### src/rtl/brick_request_table_core_macros.svh
// Assertion macros shared by the brick request table RTL.
// Every use expects clk and rst_n in scope; no other dependencies.
`ifndef BRICK_REQUEST_TABLE_CORE_MACROS_SVH
`define BRICK_REQUEST_TABLE_CORE_MACROS_SVH

// Same-cycle implication, quiet during reset
`define BRT_ASSERT_NOW(lbl, ante, cons, msg) \
  lbl: assert property (@(posedge clk) disable iff (!rst_n) (ante) |-> (cons)) \
    else $error(msg);

// Next-cycle implication, quiet during reset
`define BRT_ASSERT_NEXT(lbl, ante, cons, msg) \
  lbl: assert property (@(posedge clk) disable iff (!rst_n) (ante) |=> (cons)) \
    else $error(msg);

`endif

### src/rtl/brt_pkg.sv
// Shared types, widths and codes for the brick request table.
// No dependencies; used by every other RTL file but the macro header.
package brt_pkg;

  localparam int TABLE_DEPTH_DEF = 1024;

  localparam int DIM_W   = 16;
  localparam int CMD_W   = 3;
  localparam int KEY_W   = 32;
  localparam int ENTRY_W = 64;
  localparam int STAT_W  = 2;
  localparam int OUT_W   = 11;
  localparam int CFG_IDX_W = 2;

  typedef logic [CMD_W-1:0]  cmd_t;
  typedef logic [STAT_W-1:0] status_t;
  typedef logic [CFG_IDX_W-1:0] cfg_idx_t;

  // Command codes
  localparam cmd_t CMD_CLEAR  = 3'd0;
  localparam cmd_t CMD_APPEND = 3'd1;
  localparam cmd_t CMD_FIND   = 3'd2;
  localparam cmd_t CMD_REMOVE = 3'd3;
  localparam cmd_t CMD_VERIFY = 3'd4;

  // Result status codes
  localparam status_t ST_OK      = 2'd0;
  localparam status_t ST_FULL    = 2'd1;
  localparam status_t ST_MISSING = 2'd2;
  localparam status_t ST_BAD     = 2'd3;

  // Configuration register indexes
  localparam cfg_idx_t CFG_DIM0 = 2'd0;
  localparam cfg_idx_t CFG_DIM1 = 2'd1;
  localparam cfg_idx_t CFG_DIM2 = 2'd2;
  localparam cfg_idx_t CFG_DIM3 = 2'd3;

  typedef enum logic [2:0] {
    S_IDLE,
    S_MUL1,
    S_MUL2,
    S_SCAN,
    S_FINISH
  } state_t;

  // Per-command scan setup: dimensions, partial strides and the key sought
  typedef struct packed {
    logic [DIM_W-1:0] dim3;
    logic [DIM_W-1:0] dim2;
    logic [DIM_W-1:0] dim1;
    logic [DIM_W-1:0] dim0;
    logic [KEY_W-1:0] m2;
    logic [KEY_W-1:0] m3;
    logic [KEY_W-1:0] key;
  } scan_cfg_t;

  // One entry leaving the key pipeline
  typedef struct packed {
    logic               valid;
    logic               match;
    logic               bad;
    logic [ENTRY_W-1:0] entry;
  } scan_res_t;

endpackage

### src/rtl/brt_key_pipe.sv
// Key pipeline: stride products, key sum and range check for each entry read.
// Depends on brt_pkg for scan_cfg_t and scan_res_t.
module brt_key_pipe (
  input  logic                        clk,
  input  logic                        rst_n,
  input  logic                        rd_issue,
  input  logic [brt_pkg::ENTRY_W-1:0] rd_data,
  input  brt_pkg::scan_cfg_t          scfg,
  output brt_pkg::scan_res_t          res
);

  logic [15:0] c0, c1, c2, c3;
  logic [31:0] p1_c;
  logic [31:0] p2_full, p3_full;
  logic        bad_c;

  logic        v0_r, v1_r, v2_r;
  logic [31:0] p1_r, p2_r, p3_r;
  logic [15:0] c0_r;
  logic        bad1_r, bad2_r;
  logic [brt_pkg::ENTRY_W-1:0] e1_r, e2_r;
  logic [brt_pkg::KEY_W-1:0]   key2_r;

  assign c0 = rd_data[15:0];
  assign c1 = rd_data[31:16];
  assign c2 = rd_data[47:32];
  assign c3 = rd_data[63:48];

  // Stride products, each truncated to the key width
  assign p1_c    = {16'b0, c1} * {16'b0, scfg.dim0};
  assign p2_full = {16'b0, c2} * scfg.m2;
  assign p3_full = {16'b0, c3} * scfg.m3;

  // Any coordinate at or past its dimension marks the entry bad
  assign bad_c = (c0 >= scfg.dim0) | (c1 >= scfg.dim1) |
                 (c2 >= scfg.dim2) | (c3 >= scfg.dim3);

  // Valid bits track read data through the stages
  always_ff @(posedge clk) begin
    if (!rst_n) begin
      v0_r <= 1'b0;
      v1_r <= 1'b0;
      v2_r <= 1'b0;
    end else begin
      v0_r <= rd_issue;
      v1_r <= v0_r;
      v2_r <= v1_r;
    end
  end

  // Stage one: register products
  always_ff @(posedge clk) begin
    if (v0_r) begin
      p1_r   <= p1_c;
      p2_r   <= p2_full;
      p3_r   <= p3_full;
      c0_r   <= c0;
      bad1_r <= bad_c;
      e1_r   <= rd_data;
    end
  end

  // Stage two: register the wrapped key sum
  always_ff @(posedge clk) begin
    if (v1_r) begin
      key2_r <= {16'b0, c0_r} + p1_r + p2_r + p3_r;
      bad2_r <= bad1_r;
      e2_r   <= e1_r;
    end
  end

  assign res.valid = v2_r;
  assign res.match = (key2_r == scfg.key);
  assign res.bad   = bad2_r;
  assign res.entry = e2_r;

endmodule

### config.mk
export PLATFORM = sky130hd
export DESIGN_NAME = brt_key_pipe
export DESIGN_NICKNAME = d
export VERILOG_FILES = /design/src/rtl/brick_request_table_core_macros.svh /design/src/rtl/brt_pkg.sv /design/src/rtl/brt_key_pipe.sv
export SDC_FILE = /design/constraint.sdc
export NUM_CORES = 2
export LEC_CHECK = 0
export ABC_AREA = 1
export BUFFER_PORTS_ARGS = -buffer_cell sky130_fd_sc_hd__buf_2
export CORE_UTILIZATION = 40
export DETAILED_ROUTE_END_ITERATION = 16
export PLACE_DENSITY_LB_ADDON = 0.25
export SLEW_MARGIN = 20
export SYNTH_ARGS = -nofsm -noshare
export SYNTH_HDL_FRONTEND = slang
export SYNTH_SLANG_ARGS = --single-unit
### constraint.sdc
create_clock -name clk -period 11.5 [get_ports clk]
set_input_delay 1.15 -clock clk [delete_from_list [all_inputs] [get_ports clk]]
set_output_delay 1.15 -clock clk [all_outputs]
set_load 0.05 [all_outputs]
-- After elaboration in Yosys (flattened, before gate mapping)
Cells that the tools add are included.
- register bits after elaboration: 277
- logic and storage cells: 26
- add/subtract/negate cells: 3
- multiply operators: 3
- $lt $le $gt $ge: 4
- equal/unequal tests: 1
- bitwise logic cells: 3
- operators with widths (cell ; count):
    $add A32 B32 Y32 ; 2
    $ge A16 B16 Y1 ; 4
    $mul A16 B32 Y32 ; 2
    $add A16 B32 Y32 ; 1
    $eq A32 B32 Y1 ; 1
    $mul A16 B16 Y32 ; 1
    $or A1 B1 Y1 ; 3

-- Logic depth before layout (Yosys ltp)
- depth after elaboration: 4
- mapped depth: 27
- depth with buffers taken out: 25

-- Worst setup path before layout
Ideal clock, no wire load.
- path type: input -> register
- start: input port rd_data[34] (netlist bit)
- end: register p2_r[31], data pin
- arrival: 6129 ps
- setup slack: 5117 ps
- cell stages on the path: 26
- path through: clkbuf_1 -> clkbuf_1 -> nand2_1 -> fa_1 -> inv_1 -> fa_1 -> inv_1 -> fa_1 -> inv_1 -> fa_1 -> fa_1 -> inv_1 -> fa_1 -> inv_1 -> ha_1 -> nand2_1 -> nor2_1 -> inv_1 -> nor2_1 -> inv_1 -> nor2_1 -> nand2_1 -> o211ai_1 -> inv_1 -> nand3_1 -> nand2_1
- cells in the longest elaborated chain, start to end: 1
- RTL lines (item ; RTL line ; RTL):
    start, declared ; brt_key_pipe.sv:7 ; input logic [brt_pkg::ENTRY_W-1:0] rd_data,
    $mul A16 B32 Y32 ; brt_key_pipe.sv:31 ; assign p2_full = {16'b0, c2} * scfg.m2;
    named net p2_full[31] ; brt_key_pipe.sv:14 ; logic [31:0] p2_full, p3_full;
    end signal, assigned ; brt_key_pipe.sv:55 ; p2_r <= p2_full;
    end, declared ; brt_key_pipe.sv:18 ; logic [31:0] p1_r, p2_r, p3_r;
The timed path passes the listed nets, and every way through them passes these cells.
A chain may end at the register's enable or synchronous reset.

-- Worst setup path in the final report
- start: input port rd_data[34] (netlist bit)
- end: register p2_r[15], data pin
The elaborated chain is that of the path after synthesis.

==> run summary <==
Initial Utilization -> 40.62%
Syn Std Cell Area -> 0.04595 mm2
RR Startpoint -> p3_r[1]
Cells after Synth -> 5,463
Ports -> 294
#FFs+latches synth -> 261
final setup vio count -> 0
reg-to-reg endpoint -> key2_r[31]
Synth warnings -> 0
number of flops mapped to enable cells by yosys -> 258
worst slew pin tran -> 0.9443 ns
status -> completed
routed length per placed instance -> 17.21 um
WP data arrival -> 6.92 ns
Yosys cell types -> 53
Port-buffer cells -> 293
vias per cell -> 4.870
Die Wd -> 340.9 um
Setup Buffers After CTS -> 0
global routing's busiest layer -> met2
HPWL after detailed placement -> 97.29 mm
most common flop cell mapped by yosys -> edfxtp_1
final period utilization -> 56.93%
CP endpoint kind -> flop
Slew Limit Fails -> 0
async set-or-reset flop fraction in the synthesized netlist -> 0%
Root Driver -> clkbuf_16
GR Layer Usage met2 -> 37.48%
Hold Path Cell Cnt -> 0
hold path start -> e1_r[36]
Die ar. -> 0.1162 mm2
CTS max path bufs -> 3
Fin Setup TNS -> 0 ns
initial antenna violation count -> 3
row cnt -> 123
Initial DRC Count -> 2,077
Fin Hold WS -> 0.4130 ns
worst-path fanout max -> 33
Final nets -> 6,977
R2R Setup Slk -> 7.94 ns
Slew HR -> 37.05%
FMAX -> 152.8 MHz
sequential share of the synthesized area -> 16.99%
met3 GRT Util -> 2.161%
die span in y -> 340.9 um
worst clock skew -> 0.01972 ns
HP Class -> flop to flop
critical path launch point type -> input pin
CTS buffer count -> 30
gpl congestion -> 0.9100
CP Class -> input pin to flop
H-tree depth -> 1
unrepaired setup endpoints after global routing -> no
Via Count -> 34,480
clock sink total -> 261
global-route wire length before repair -> 198.4 mm
total track usage -> 21.58%
FF-to-FF path depth -> 11
Pre-antenna DRT Iters -> 6
drt total wl -> 121.9 mm
met1 Use GR -> 29.49%
PostCTS Resize Cnt -> 0
Routed Antenna Nets -> 0
number of global-route vias before repair -> 36,450
Remaining Overflow, GRT -> 0
area grow syn2layout -> 7.396%
area of the core -> 0.1131 mm2
share of cells above drive strength 1 -> 6.974%
final hold vios -> 0
syn avg cell area -> 8.411 um2
number of max-cap violations -> 0
Tmin final -> 6.547 ns
hold endpoint -> e2_r[36]
CTS Hold Bufs -> 0
CP required -> 11.87 ns
syn nets -> 6,883
worst skew pair latency -> 0.62 ns
largest net degree at the start of global routing -> 61
CTS clk-pin slew, worst paths -> 0.06 ns
# DRC -> 0
TritonCTS clock tree -> yes
[registers in the layout, indices dropped and copies added, names as in the netlist]
signal  flops
e2_r       64
e1_r       49
key2_r     32
p1_r       32
p2_r       32
p3_r       32
c0_r       15
bad1_r      1
bad2_r      1
v0_r        1
v1_r        1
v2_r        1
[layer usage]
layer | wire length [um] | up-vias
li1 | - | 16110
met1 | 53720 | 17240
met2 | 59410 | 993
met3 | 6766 | 133
met4 | 1950 | 4
met5 | 18 | -
[critical path, stage by stage]
cell and delay [ns]:
buf_2 0.66, nand2_1 0.18, fa_1 0.54, fa_1 0.52, fa_1 0.52, inv_1 0.05, fa_1 0.51, fa_1 0.50
inv_1 0.05, fa_1 0.48, inv_1 0.04, ha_1 0.33, a21oi_1 0.26, o21ai_0 0.18, a21oi_1 0.25, nand2_1 0.22
xor2_1 0.38
[layout make-up]
class                           count  area [um2]
Fill cell                       11300       63770
Multi-Input combinational cell   3451       31530
Sequential cell                   261        7815
Inverter                         1517        5694
Tap cell                         1500        1877
Timing Repair Buffer              296        1489
Clock buffer                       36       773.2
Clock inverter                     17       168.9
Antenna cell                        1       2.502
[metrics by stage]
step / worst slack [ns] / util [%] / cell area, um2 / cells
global route: 4.824 / 43.62 / 49340 / 7078
CTS: 5.047 / 43.62 / 49340 / 7078
finish: 4.953 / 43.62 / 49340 / 7079
floorplan: 5.117 / - / 45950 / 5463
global placement: 4.392 / 42.79 / 48400 / 7025
detailed placement: 4.406 / 42.79 / 48400 / 7025
[Yosys cell counts (all sizes together), types with 3 or more instances]
master / n / share of area [%]
or2: 11 / 0.15
nand3: 110 / 1.2
edfxtp: 258 / 17
dfxtp: 3 / 0.13
xor2: 94 / 1.8
o21a: 6 / 0.098
nand2: 1472 / 12
fa: 849 / 37
o21ai: 84 / 1.0
a31oi: 6 / 0.082
and3: 3 / 0.041
inv: 1517 / 12
nand4: 33 / 0.45
o211ai: 12 / 0.21
a21oi: 161 / 1.8
a211oi: 7 / 0.11
nand3b: 7 / 0.11
o21bai: 11 / 0.19
a21o: 16 / 0.26
clkbuf: 199 / 1.6
ha: 344 / 9.4
a21boi: 9 / 0.19
xnor2: 44 / 0.84
nor4: 7 / 0.095
nor2: 130 / 1.1
buf: 35 / 0.38
nor3: 24 / 0.28
[how the worst max path moves through the flow]
stage / startpoint / end / slack (ns) / cells after the start
3_3_place_gp: rd_data[34] / p2_r[15] / 4.39 / 17
4_1_cts: rd_data[34] / p2_r[15] / 5.05 / 17
5_1_grt: rd_data[34] / p2_r[31] / 4.82 / 20
2_1_floorplan: rd_data[34] / p2_r[31] / 5.12 / 26
6_report: rd_data[34] / p2_r[15] / 4.95 / 17
3_5_place_dp: rd_data[34] / p2_r[15] / 4.41 / 17
[cell families (layout without fill, tap and decap cells)]
kind of cell,count (synthesis),after routing,share of synthesized area [%]
adder cells (fa/ha/maj),1193,1193,46.36
XOR/XNOR,138,138,2.631
other,0,1,0
flip-flops,261,261,16.99
AO/OA/AOI/OAI,321,321,4.088
AND/OR/NAND/NOR,1799,1799,15.52
buffers and inverters,1751,1866,14.41
[cell usage in the layout, fill, tap and decap left out, types with 4 or more instances in the layout]
master / synthesis / routed
a21oi_1: 159 / 159
inv_2: 4 / 4
clkinvlp_4: 0 / 6
a21o_1: 16 / 16
o21ai_0: 68 / 68
nor3_1: 22 / 22
xor2_1: 94 / 94
fa_1: 849 / 849
nand3_1: 107 / 107
o211ai_1: 11 / 11
a211oi_1: 7 / 6
or2_2: 9 / 9
nand3b_1: 7 / 7
nand2_1: 1469 / 1469
ha_1: 344 / 344
nor4_1: 7 / 7
inv_1: 1513 / 1513
nor2_1: 127 / 127
clkbuf_16: 0 / 30
a21boi_2: 5 / 5
o21bai_1: 10 / 10
buf_2: 20 / 293
a21boi_0: 4 / 4
nand4_1: 33 / 33
o21a_1: 6 / 6
o21ai_1: 6 / 6
xnor2_1: 44 / 44
o21ai_2: 9 / 9
edfxtp_1: 258 / 258
clkbuf_1: 197 / 6
a31oi_1: 6 / 6
Power is not shown: default switching activity piles up to over one toggle a cycle in this logic, so the estimate is an artifact.
