File: config.mk
export PLATFORM = sky130hd
export DESIGN_NAME = brt_ctrl_flat
export DESIGN_NICKNAME = d
export VERILOG_FILES = /design/src/rtl/brt_pkg.sv /design/src/rtl/brt_if.sv /design/src/rtl/brt_ctrl.sv /design/src/flat_wrapper.sv
export VERILOG_INCLUDE_DIRS = /design/src /design/src/rtl
export SDC_FILE = /design/constraint.sdc
export NUM_CORES = 2
export LEC_CHECK = 0
export BUFFER_PORTS_ARGS = -buffer_cell sky130_fd_sc_hd__buf_2
export CAP_MARGIN = 20
export CORE_AREA = 4 4 218 220
export DETAILED_ROUTE_END_ITERATION = 10
export DIE_AREA = 0 0 222 224
export GPL_TIMING_DRIVEN = 0
export PLACE_DENSITY = 0.95
export REMOVE_ABC_BUFFERS = 1
export SKIP_LAST_GASP = 1
export SLEW_MARGIN = 5
export SYNTH_ARGS = -nofsm -noshare
export SYNTH_HDL_FRONTEND = slang
export SYNTH_SLANG_ARGS = --single-unit
File: constraint.sdc
create_clock -name clk -period 18.4 [get_ports clk]
set_input_delay 3.68 -clock clk [delete_from_list [all_inputs] [get_ports clk]]
set_output_delay 3.68 -clock clk [all_outputs]
set_load 0.02 [all_outputs]
File: src/rtl/brick_request_table_core_macros.svh
// Assertion macros shared by the brick request table RTL.
// Every use expects clk and rst_n in scope; no other dependencies.
`ifndef BRICK_REQUEST_TABLE_CORE_MACROS_SVH
`define BRICK_REQUEST_TABLE_CORE_MACROS_SVH

// Same-cycle implication, quiet during reset
`define BRT_ASSERT_NOW(lbl, ante, cons, msg) \
  lbl: assert property (@(posedge clk) disable iff (!rst_n) (ante) |-> (cons)) \
    else $error(msg);

// Next-cycle implication, quiet during reset
`define BRT_ASSERT_NEXT(lbl, ante, cons, msg) \
  lbl: assert property (@(posedge clk) disable iff (!rst_n) (ante) |=> (cons)) \
    else $error(msg);

`endif

File: src/rtl/brt_pkg.sv
// Shared types, widths and codes for the brick request table.
// No dependencies; used by every other RTL file but the macro header.
package brt_pkg;

  localparam int TABLE_DEPTH_DEF = 1024;

  localparam int DIM_W   = 16;
  localparam int CMD_W   = 3;
  localparam int KEY_W   = 32;
  localparam int ENTRY_W = 64;
  localparam int STAT_W  = 2;
  localparam int OUT_W   = 11;
  localparam int CFG_IDX_W = 2;

  typedef logic [CMD_W-1:0]  cmd_t;
  typedef logic [STAT_W-1:0] status_t;
  typedef logic [CFG_IDX_W-1:0] cfg_idx_t;

  // Command codes
  localparam cmd_t CMD_CLEAR  = 3'd0;
  localparam cmd_t CMD_APPEND = 3'd1;
  localparam cmd_t CMD_FIND   = 3'd2;
  localparam cmd_t CMD_REMOVE = 3'd3;
  localparam cmd_t CMD_VERIFY = 3'd4;

  // Result status codes
  localparam status_t ST_OK      = 2'd0;
  localparam status_t ST_FULL    = 2'd1;
  localparam status_t ST_MISSING = 2'd2;
  localparam status_t ST_BAD     = 2'd3;

  // Configuration register indexes
  localparam cfg_idx_t CFG_DIM0 = 2'd0;
  localparam cfg_idx_t CFG_DIM1 = 2'd1;
  localparam cfg_idx_t CFG_DIM2 = 2'd2;
  localparam cfg_idx_t CFG_DIM3 = 2'd3;

  typedef enum logic [2:0] {
    S_IDLE,
    S_MUL1,
    S_MUL2,
    S_SCAN,
    S_FINISH
  } state_t;

  // Per-command scan setup: dimensions, partial strides and the key sought
  typedef struct packed {
    logic [DIM_W-1:0] dim3;
    logic [DIM_W-1:0] dim2;
    logic [DIM_W-1:0] dim1;
    logic [DIM_W-1:0] dim0;
    logic [KEY_W-1:0] m2;
    logic [KEY_W-1:0] m3;
    logic [KEY_W-1:0] key;
  } scan_cfg_t;

  // One entry leaving the key pipeline
  typedef struct packed {
    logic               valid;
    logic               match;
    logic               bad;
    logic [ENTRY_W-1:0] entry;
  } scan_res_t;

endpackage

File: src/rtl/brt_if.sv
// Valid/ready channel interfaces for the command items and result items.
// Depends on brt_pkg for field widths.
interface brt_in_if;
  logic                            valid;
  logic                            ready;
  logic [brt_pkg::CMD_W-1:0]       command;
  logic [brt_pkg::DIM_W-1:0]       coord_0;
  logic [brt_pkg::DIM_W-1:0]       coord_1;
  logic [brt_pkg::DIM_W-1:0]       coord_2;
  logic [brt_pkg::DIM_W-1:0]       coord_3;
  logic [brt_pkg::KEY_W-1:0]       search_key;

  modport source (output valid, command, coord_0, coord_1, coord_2, coord_3, search_key,
                  input ready);
  modport sink   (input valid, command, coord_0, coord_1, coord_2, coord_3, search_key,
                  output ready);
endinterface

interface brt_out_if;
  logic                            valid;
  logic                            ready;
  logic [brt_pkg::STAT_W-1:0]      status;
  logic [brt_pkg::OUT_W-1:0]       entry_total;
  logic [brt_pkg::OUT_W-1:0]       position;

  modport source (output valid, status, entry_total, position, input ready);
  modport sink   (input valid, status, entry_total, position, output ready);
endinterface

File: src/rtl/brt_ctrl.sv
// Command sequencer: count, scan pointers, compaction writes and result register.
// Depends on brt_pkg, brt_if and the assertion macro header.
`include "brick_request_table_core_macros.svh"
module brt_ctrl #(
  parameter int TABLE_DEPTH = brt_pkg::TABLE_DEPTH_DEF,
  localparam int IDX_W = (TABLE_DEPTH > 1) ? $clog2(TABLE_DEPTH) : 1,
  localparam int CNT_W = $clog2(TABLE_DEPTH + 1)
) (
  input  logic                        clk,
  input  logic                        rst_n,
  brt_in_if.sink                      in_chan,
  brt_out_if.source                   out_chan,
  input  logic [brt_pkg::DIM_W-1:0]   dim0,
  input  logic [brt_pkg::DIM_W-1:0]   dim1,
  input  logic [brt_pkg::DIM_W-1:0]   dim2,
  input  logic [brt_pkg::DIM_W-1:0]   dim3,
  output logic                        mem_we,
  output logic [IDX_W-1:0]            mem_waddr,
  output logic [brt_pkg::ENTRY_W-1:0] mem_wdata,
  output logic                        mem_re,
  output logic [IDX_W-1:0]            mem_raddr,
  output brt_pkg::scan_cfg_t          scfg,
  input  brt_pkg::scan_res_t          res
);

  brt_pkg::state_t  state_r, state_nxt;
  logic [CNT_W-1:0] cnt_r, cnt_nxt;
  logic [CNT_W-1:0] rd_ptr_r, rd_ptr_nxt;
  logic [CNT_W-1:0] ret_ptr_r, ret_ptr_nxt;
  logic [CNT_W-1:0] wr_ptr_r, wr_ptr_nxt;
  logic [CNT_W-1:0] pos_r, pos_nxt;
  brt_pkg::cmd_t    cmd_r, cmd_nxt;
  brt_pkg::status_t status_r, status_nxt;
  logic             hit_r, hit_nxt;
  logic [brt_pkg::KEY_W-1:0] key_r, key_nxt;
  logic [brt_pkg::KEY_W-1:0] m2_r, m2_nxt;
  logic [brt_pkg::KEY_W-1:0] m3_r, m3_nxt;
  logic [brt_pkg::KEY_W-1:0] m3_full;

  logic             out_valid_r, out_valid_nxt;
  brt_pkg::status_t out_status_r, out_status_nxt;
  logic [brt_pkg::OUT_W-1:0] out_total_r, out_total_nxt;
  logic [brt_pkg::OUT_W-1:0] out_pos_r, out_pos_nxt;
  logic             out_free;

  assign m3_full  = m2_r * {16'b0, dim2};
  assign out_free = !out_valid_r || out_chan.ready;

  assign scfg.dim0 = dim0;
  assign scfg.dim1 = dim1;
  assign scfg.dim2 = dim2;
  assign scfg.dim3 = dim3;
  assign scfg.m2   = m2_r;
  assign scfg.m3   = m3_r;
  assign scfg.key  = key_r;

  assign out_chan.valid       = out_valid_r;
  assign out_chan.status      = out_status_r;
  assign out_chan.entry_total = out_total_r;
  assign out_chan.position    = out_pos_r;

  // Control registers
  always_ff @(posedge clk) begin
    if (!rst_n) begin
      state_r     <= brt_pkg::S_IDLE;
      cnt_r       <= '0;
      out_valid_r <= 1'b0;
    end else begin
      state_r     <= state_nxt;
      cnt_r       <= cnt_nxt;
      out_valid_r <= out_valid_nxt;
    end
  end

  // Working and payload registers
  always_ff @(posedge clk) begin
    rd_ptr_r     <= rd_ptr_nxt;
    ret_ptr_r    <= ret_ptr_nxt;
    wr_ptr_r     <= wr_ptr_nxt;
    pos_r        <= pos_nxt;
    cmd_r        <= cmd_nxt;
    status_r     <= status_nxt;
    hit_r        <= hit_nxt;
    key_r        <= key_nxt;
    m2_r         <= m2_nxt;
    m3_r         <= m3_nxt;
    out_status_r <= out_status_nxt;
    out_total_r  <= out_total_nxt;
    out_pos_r    <= out_pos_nxt;
  end

  // Next state and datapath control
  always_comb begin
    state_nxt      = state_r;
    cnt_nxt        = cnt_r;
    rd_ptr_nxt     = rd_ptr_r;
    ret_ptr_nxt    = ret_ptr_r;
    wr_ptr_nxt     = wr_ptr_r;
    pos_nxt        = pos_r;
    cmd_nxt        = cmd_r;
    status_nxt     = status_r;
    hit_nxt        = hit_r;
    key_nxt        = key_r;
    m2_nxt         = m2_r;
    m3_nxt         = m3_r;
    out_valid_nxt  = out_valid_r && !out_chan.ready;
    out_status_nxt = out_status_r;
    out_total_nxt  = out_total_r;
    out_pos_nxt    = out_pos_r;
    in_chan.ready  = 1'b0;
    mem_we         = 1'b0;
    mem_waddr      = cnt_r[IDX_W-1:0];
    mem_wdata      = {in_chan.coord_3, in_chan.coord_2, in_chan.coord_1, in_chan.coord_0};
    mem_re         = 1'b0;
    mem_raddr      = rd_ptr_r[IDX_W-1:0];

    unique case (state_r)
      brt_pkg::S_IDLE: begin
        in_chan.ready = 1'b1;
        if (in_chan.valid) begin
          cmd_nxt    = in_chan.command;
          key_nxt    = in_chan.search_key;
          status_nxt = brt_pkg::ST_OK;
          pos_nxt    = cnt_r;
          state_nxt  = brt_pkg::S_FINISH;
          case (in_chan.command) inside
            brt_pkg::CMD_CLEAR: begin
              cnt_nxt = '0;
              pos_nxt = '0;
            end
            brt_pkg::CMD_APPEND: begin
              if (cnt_r == CNT_W'(TABLE_DEPTH)) begin
                status_nxt = brt_pkg::ST_FULL;
              end else begin
                mem_we  = 1'b1;
                cnt_nxt = cnt_r + CNT_W'(1);
                pos_nxt = cnt_r + CNT_W'(1);
              end
            end
            brt_pkg::CMD_FIND, brt_pkg::CMD_REMOVE, brt_pkg::CMD_VERIFY: begin
              rd_ptr_nxt  = '0;
              ret_ptr_nxt = '0;
              wr_ptr_nxt  = '0;
              hit_nxt     = 1'b0;
              state_nxt   = brt_pkg::S_MUL1;
            end
            default: begin
              // unused codes leave the table alone
            end
          endcase
        end
      end

      brt_pkg::S_MUL1: begin
        m2_nxt    = {16'b0, dim0} * {16'b0, dim1};
        state_nxt = brt_pkg::S_MUL2;
      end

      brt_pkg::S_MUL2: begin
        m3_nxt    = m3_full;
        state_nxt = brt_pkg::S_SCAN;
      end

      brt_pkg::S_SCAN: begin
        // Issue one read a cycle
        if (rd_ptr_r != cnt_r) begin
          mem_re     = 1'b1;
          rd_ptr_nxt = rd_ptr_r + CNT_W'(1);
        end
        // Retire entries in table order
        if (res.valid) begin
          ret_ptr_nxt = ret_ptr_r + CNT_W'(1);
          case (cmd_r)
            brt_pkg::CMD_FIND: begin
              if (res.match) begin
                hit_nxt = 1'b1;
                pos_nxt = ret_ptr_r;
              end
            end
            brt_pkg::CMD_REMOVE: begin
              if (res.match) begin
                hit_nxt = 1'b1;
              end else begin
                mem_we     = 1'b1;
                mem_waddr  = wr_ptr_r[IDX_W-1:0];
                mem_wdata  = res.entry;
                wr_ptr_nxt = wr_ptr_r + CNT_W'(1);
              end
            end
            default: begin
              // verify keeps the first bad entry only
              if (res.bad && !hit_r) begin
                hit_nxt    = 1'b1;
                pos_nxt    = ret_ptr_r;
                status_nxt = brt_pkg::ST_BAD;
              end
            end
          endcase
        end
        // All entries retired: settle the result
        if (ret_ptr_r == cnt_r) begin
          state_nxt = brt_pkg::S_FINISH;
          case (cmd_r)
            brt_pkg::CMD_FIND: begin
              status_nxt = hit_r ? brt_pkg::ST_OK : brt_pkg::ST_MISSING;
            end
            brt_pkg::CMD_REMOVE: begin
              status_nxt = hit_r ? brt_pkg::ST_OK : brt_pkg::ST_MISSING;
              cnt_nxt    = wr_ptr_r;
              pos_nxt    = wr_ptr_r;
            end
            default: begin
            end
          endcase
        end
      end

      brt_pkg::S_FINISH: begin
        // Hold until the result register is free
        if (out_free) begin
          out_valid_nxt  = 1'b1;
          out_status_nxt = status_r;
          out_total_nxt  = brt_pkg::OUT_W'(cnt_r);
          out_pos_nxt    = brt_pkg::OUT_W'(pos_r);
          state_nxt      = brt_pkg::S_IDLE;
        end
      end

      default: begin
        state_nxt = brt_pkg::S_IDLE;
      end
    endcase
  end

  `BRT_ASSERT_NOW(a_cnt_bound, 1'b1, cnt_r <= CNT_W'(TABLE_DEPTH), "entry count above depth")
  `BRT_ASSERT_NOW(a_compact_behind, state_r == brt_pkg::S_SCAN,
                  (wr_ptr_r <= ret_ptr_r) && (ret_ptr_r <= rd_ptr_r),
                  "scan pointers out of order")
  `BRT_ASSERT_NOW(a_retire_in_scan, res.valid, state_r == brt_pkg::S_SCAN,
                  "entry retired outside a scan")
  `BRT_ASSERT_NEXT(a_finish_loads, (state_r == brt_pkg::S_FINISH) && out_free,
                   out_valid_r && (state_r == brt_pkg::S_IDLE),
                   "result not loaded on finish")

endmodule
File: src/flat_wrapper.sv
// flat-port wrapper written by rule: the top's interface ports become plain ports
module brt_ctrl_flat 
#(
  parameter int TABLE_DEPTH = brt_pkg::TABLE_DEPTH_DEF,
  localparam int IDX_W = (TABLE_DEPTH > 1) ? $clog2(TABLE_DEPTH) : 1,
  localparam int CNT_W = $clog2(TABLE_DEPTH + 1)
)
  (clk, rst_n, dim0, dim1, dim2, dim3, mem_we, mem_waddr, mem_wdata, mem_re, mem_raddr, scfg, res, in_chan_valid, in_chan_command, in_chan_coord_0, in_chan_coord_1, in_chan_coord_2, in_chan_coord_3, in_chan_search_key, in_chan_ready, out_chan_valid, out_chan_status, out_chan_entry_total, out_chan_position, out_chan_ready);
  brt_in_if in_chan_i ();
  brt_out_if out_chan_i ();
  input  logic clk;
  input  logic rst_n;
  input  logic [brt_pkg::DIM_W-1:0] dim0;
  input  logic [brt_pkg::DIM_W-1:0] dim1;
  input  logic [brt_pkg::DIM_W-1:0] dim2;
  input  logic [brt_pkg::DIM_W-1:0] dim3;
  output logic mem_we;
  output logic [IDX_W-1:0] mem_waddr;
  output logic [brt_pkg::ENTRY_W-1:0] mem_wdata;
  output logic mem_re;
  output logic [IDX_W-1:0] mem_raddr;
  output brt_pkg::scan_cfg_t scfg;
  input  brt_pkg::scan_res_t res;
  input wire logic [$bits(in_chan_i.valid)-1:0] in_chan_valid;
  input wire logic [$bits(in_chan_i.command)-1:0] in_chan_command;
  input wire logic [$bits(in_chan_i.coord_0)-1:0] in_chan_coord_0;
  input wire logic [$bits(in_chan_i.coord_1)-1:0] in_chan_coord_1;
  input wire logic [$bits(in_chan_i.coord_2)-1:0] in_chan_coord_2;
  input wire logic [$bits(in_chan_i.coord_3)-1:0] in_chan_coord_3;
  input wire logic [$bits(in_chan_i.search_key)-1:0] in_chan_search_key;
  output wire logic [$bits(in_chan_i.ready)-1:0] in_chan_ready;
  output wire logic [$bits(out_chan_i.valid)-1:0] out_chan_valid;
  output wire logic [$bits(out_chan_i.status)-1:0] out_chan_status;
  output wire logic [$bits(out_chan_i.entry_total)-1:0] out_chan_entry_total;
  output wire logic [$bits(out_chan_i.position)-1:0] out_chan_position;
  input wire logic [$bits(out_chan_i.ready)-1:0] out_chan_ready;
  assign in_chan_i.valid = in_chan_valid;
  assign in_chan_i.command = in_chan_command;
  assign in_chan_i.coord_0 = in_chan_coord_0;
  assign in_chan_i.coord_1 = in_chan_coord_1;
  assign in_chan_i.coord_2 = in_chan_coord_2;
  assign in_chan_i.coord_3 = in_chan_coord_3;
  assign in_chan_i.search_key = in_chan_search_key;
  assign in_chan_ready = in_chan_i.ready;
  assign out_chan_valid = out_chan_i.valid;
  assign out_chan_status = out_chan_i.status;
  assign out_chan_entry_total = out_chan_i.entry_total;
  assign out_chan_position = out_chan_i.position;
  assign out_chan_i.ready = out_chan_ready;
  brt_ctrl #(.TABLE_DEPTH(TABLE_DEPTH)) u_core (.clk(clk), .rst_n(rst_n), .in_chan(in_chan_i), .out_chan(out_chan_i), .dim0(dim0), .dim1(dim1), .dim2(dim2), .dim3(dim3), .mem_we(mem_we), .mem_waddr(mem_waddr), .mem_wdata(mem_wdata), .mem_re(mem_re), .mem_raddr(mem_raddr), .scfg(scfg), .res(res));
endmodule
Word level (Yosys, flattened, before mapping):

Cells that the tools add are included.

* input bits: 234
* output and inout bits: 272
* logic and storage cells: 141
* register bits: 185

* add/subtract/negate cells: 4
* mux-type cells: 74
* multiply operators: 2
* reduce and logical (&&, ||, !) cells: 20
* eq/ne operators: 25

Operator list (number)
* 2-to-1 mux 64 bit: 4
* 2-to-1 mux 11 bit: 20
* one-hot mux 11 bit (2 select lines): 6
* adder 11 x 1 -> 11 bit (second input constant): 4
* 2-to-1 mux 10 bit: 4
* multiplier 16 x 16 -> 32 bit: 1
* multiplier 32 x 16 -> 32 bit: 1
* 2-to-1 mux 1 bit: 21
* == test 3 x 2 -> 1 bit (second input constant): 6
* 2-to-1 mux 2 bit: 9
* 2-to-1 mux 3 bit: 6
* AND reduction 8 bit: 2
* one-hot mux 3 bit (5 select lines): 1
* inequality test 2 bit (second input constant): 6
* AND reduction 6 bit: 2
* == test 11 bit: 1
* == test 11 bit (second input constant): 1
* inequality test 11 bit: 1
* inequality test 2 x 1 -> 1 bit (second input constant): 4
* == test 3 x 1 -> 1 bit (second input constant): 2
* == test 3 bit (second input constant): 2
* zero test 3 bit: 2
* AND reduction 2 bit: 3
* one-hot mux 1 bit (2 select lines): 2
* 11 further kinds: 14

Longest topological paths before layout:

* depth after elaboration: 8
* mapped depth: 23
* gate-level depth less buffers: 22

Least setup slack after synthesis:

OpenSTA, ideal clock, no wires.

* kind: input-to-reg
* start: in dim2[2] in the netlist's numbering
* end: reg u_core.m3_r[31] in the netlist's numbering, data pin
* data arrival time: 9.104 ns
* buffers on the path: 2
* slack: 9.037 ns
* library setup time: 0.259 ns
* data required time: 18.141 ns
* stages on the path: 21
* cell sequence: clkbuf_1 clkbuf_1 nand2_1 fa_1 inv_1 fa_1 inv_1 fa_1 inv_1 fa_1 fa_1 inv_1 fa_1 inv_1 ha_1 nand2_1 or4_1 nor3_1 o41ai_2 o21ai_1 xnor2_1

* longest elaborated chain between the ends: 1

Ends and longest elaborated chain
* from (decl): line flat_wrapper.sv:15 `input logic [brt_pkg::DIM_W-1:0] dim2;`
* multiplier 32 x 16 -> 32 bit: line brt_ctrl.sv:46 `assign m3_full = m2_r * {16'b0, dim2};`
* net u_core.m3_full (one bit): line brt_ctrl.sv:38 `logic [brt_pkg::KEY_W-1:0] m3_full;`
* to (signal assigned): line brt_ctrl.sv:86 `m3_r <= m3_nxt;`
* to (decl): line brt_ctrl.sv:37 `logic [brt_pkg::KEY_W-1:0] m3_r, m3_nxt;`

The timed path passes the listed nets, and every way through them passes these cells.
A chain may end at the register's enable or synchronous reset.

Worst setup path in the final report:

* start: in dim2[1] in the netlist's numbering
* end: reg u_core.m3_r[30] in the netlist's numbering, data pin

Same word-level chain as after synthesis.

==> results.txt <==
status: finished with violations
failing checks: DRC
RSZ-0062 raised after global routing: false
most frequent cells in the layout: inv_1 (587), fa_1 (498), buf_2 (473)
synth unique cells: 76
fin crit share: 0.5372
TritonCTS sink count: 185
post-CTS sizing: 0
endpoints failing setup: 0
#FFs+latches synth: 185
setup TNS: 0 ps
Routed WL: 79440 µm
Setup crit start kind: input pin
Worst slew margin: 0.3521
Post-CTS Repair Setup Buffers: 0
Area Growth Syn to Fin: 9.512%
Worst setup EP type: flop
Starting Density: 0.6399
CTS tree: done
Placed Cells: 3889
Worst Hold Class: flop to flop
number of max-cap violations: 0
Hold Vio Cnt, Final: 0
Final #Nets: 4215
Port Buffers: 473
GR Overflow Total: 0
max frequency: 0.1012 GHz
Main synth FF type: edfxtp_1
asr flop ratio synth: 0
IO Pins: 506
CTS hold repair buffers: 0
via count of the first global-routing pass: 24800
routed vias/inst: 5.855
Final ANT Viol Nets: 0
die width: 222 µm
ratio of cells with drive above 1 in the final layout: 0.1821
total CTS buffers: 17
first-pass GRT wire length: 125300 µm
fin. max-slew vios: 0
Hold WS: 459.2 ps
commonest non-fill, non-tap cell in the layout: inv_1
drt first-iter violations: 2147
post-route DRC violation count: 2
Seq/Total Area, Yosys: 0.1865
Mapped Cells: 3016
DIE HEIGHT: 224 µm
# rows: 78
crit path max fanout: 32
Worst-Skew Late Latency: 440 ps
post-route minimum period: 9885 ps
Post-Syn Area: 28980 µm²
Detail Placement HPWL: 60570 µm
total number of vias: 22970
Worst Clk Skew: 19.90 ps
worst-margin pin slew: 971.9 ps
CP Data Arrival Time: 10090 ps
GP Congestion: 0.9689
Pre-antenna DRT Iters: 11
worst-case clock buffer depth: 2
initial antenna violation count: 1
Post-synth EDFFs: 170
clock slew at reported path FFs: 100 ps
CP Data Required Time: 18600 ps
WL per Instance: 20.24 µm
Total GRT Usage: 0.3129
syn_area_per_cell: 9.608 µm²
Ys Warns: 0
CP Class: input pin to flop
Root Driver: clkbuf_16
die area: 49730 µm²
pin count of the biggest net entering global routing: 65
Non-Filler Instances: 3924
htree depth: 4
core area: 45280 µm²
## stage by stage
step,instance area (µm²),utilization,worst slack [ps]
6_report,31740,0.7008,8515
2_1_floorplan,27860,-,8334
5_1_grt,31730,0.7008,8340
3_3_place_gp,30980,0.6841,7373
3_5_place_dp,31060,0.6858,7864
4_1_cts,31720,0.7004,8307
## logic make-up after synthesis
kind of cell	after synthesis	share of synthesized area
AND/OR/NAND/NOR	922	0.1524
buffers and inverters	794	0.1149
adder cells (fa/ha/maj)	672	0.4192
AO/OA/AOI/OAI	216	0.04896
flip-flops	185	0.1865
XOR/XNOR	143	0.04322
multiplexers	84	0.03484
## critical path: stages
cell            delay, ps
buf_2                 600
nand2_1               180
fa_1                  550
fa_1                  520
fa_1                  530
inv_1                  60
fa_1                  510
fa_1                  500
inv_1                  70
fa_1                  480
inv_1                  50
ha_1                  320
or2_2                 330
a21o_1                220
a32oi_1               370
nor3_1                100
a2111oi_0             510
dlymetal6s2s_1        270
o21bai_1              100
xor2_1                150
## path summary, 6_finish.rpt
kind,from,endpoint,slack [ps],cells after the start
setup reg to reg,u_core.m2_r[11],u_core.m3_r[30],11360,19
hold / removal,u_core.pos_r[1],u_core.out_chan.position[1],460,0
hold reg to reg,u_core.pos_r[1],u_core.out_chan.position[1],460,0
setup / recovery,dim2[1],u_core.m3_r[30],8520,20
## cells in the mapped netlist, types with 4 or more instances
cell      number  share of area
inv_1        588          0.076
fa_1         498           0.34
nand2_1      457          0.059
and2_1       269          0.058
ha_1         174          0.075
edfxtp_1     170           0.18
clkbuf_1     108          0.014
xnor2_1       91          0.028
nor2_1        80          0.010
buf_4         77          0.020
a21oi_1       73          0.013
xor2_1        52          0.016
mux2_2        49          0.019
o21ai_0       38         0.0066
nand3_1       29         0.0050
a21o_1        26         0.0067
mux2_4        20          0.010
dfxtp_1       15          0.010
nor3_1        15         0.0026
a211oi_1      13         0.0034
and3_1        13         0.0028
buf_2         11         0.0019
nand4_1       11         0.0024
mux2i_1        9         0.0031
nand2b_1       8         0.0017
o211a_1        8         0.0028
nor2b_1        7         0.0015
o21bai_1       7         0.0018
buf_6          6         0.0023
mux2_1         6         0.0023
or3_1          6         0.0013
nor4_1         5         0.0011
a211o_1        4         0.0012
a31oi_1        4        0.00086
o21a_1         4         0.0010
or2_2          4        0.00086
## cell type report
| type | instances | area (µm²) |
|---|---|---|
| clock buffer | 17 | 425.4 |
| tap | 600 | 750.7 |
| fill | 3161 | 13550 |
| inverter | 589 | 2211 |
| timing repair buffer | 479 | 2445 |
| sequential | 185 | 5405 |
| multi-input combinational | 2037 | 20260 |
| antenna | 2 | 5.005 |
| clock inverter | 15 | 235.2 |
## state kept, by name (all words and copies together), names as in the netlist, 3 cells and up
signal	flops
u_core.wr_ptr_r	11
u_core.rd_ptr_r	11
u_core.ret_ptr_r	11
u_core.pos_r	11
u_core.m2_r	32
u_core.key_r	32
u_core.cnt_r	11
u_core.m3_r	32
u_core.cmd_r	3
u_core.state_r	3
u_core.out_chan.position	11
u_core.out_chan.entry_total	11
## routing by layer
metal,track usage,vias up,share of wire
met5,0,-,0
met4,0.1367,0,0.046
met3,0.06932,366,0.11
met2,0.5328,1582,0.49
met1,0.3886,11280,0.35
li1,-,9748,-
Power is left out: the tool's default activity adds up to more than one toggle a clock period on the data nets, which glitch-free logic cannot reach.
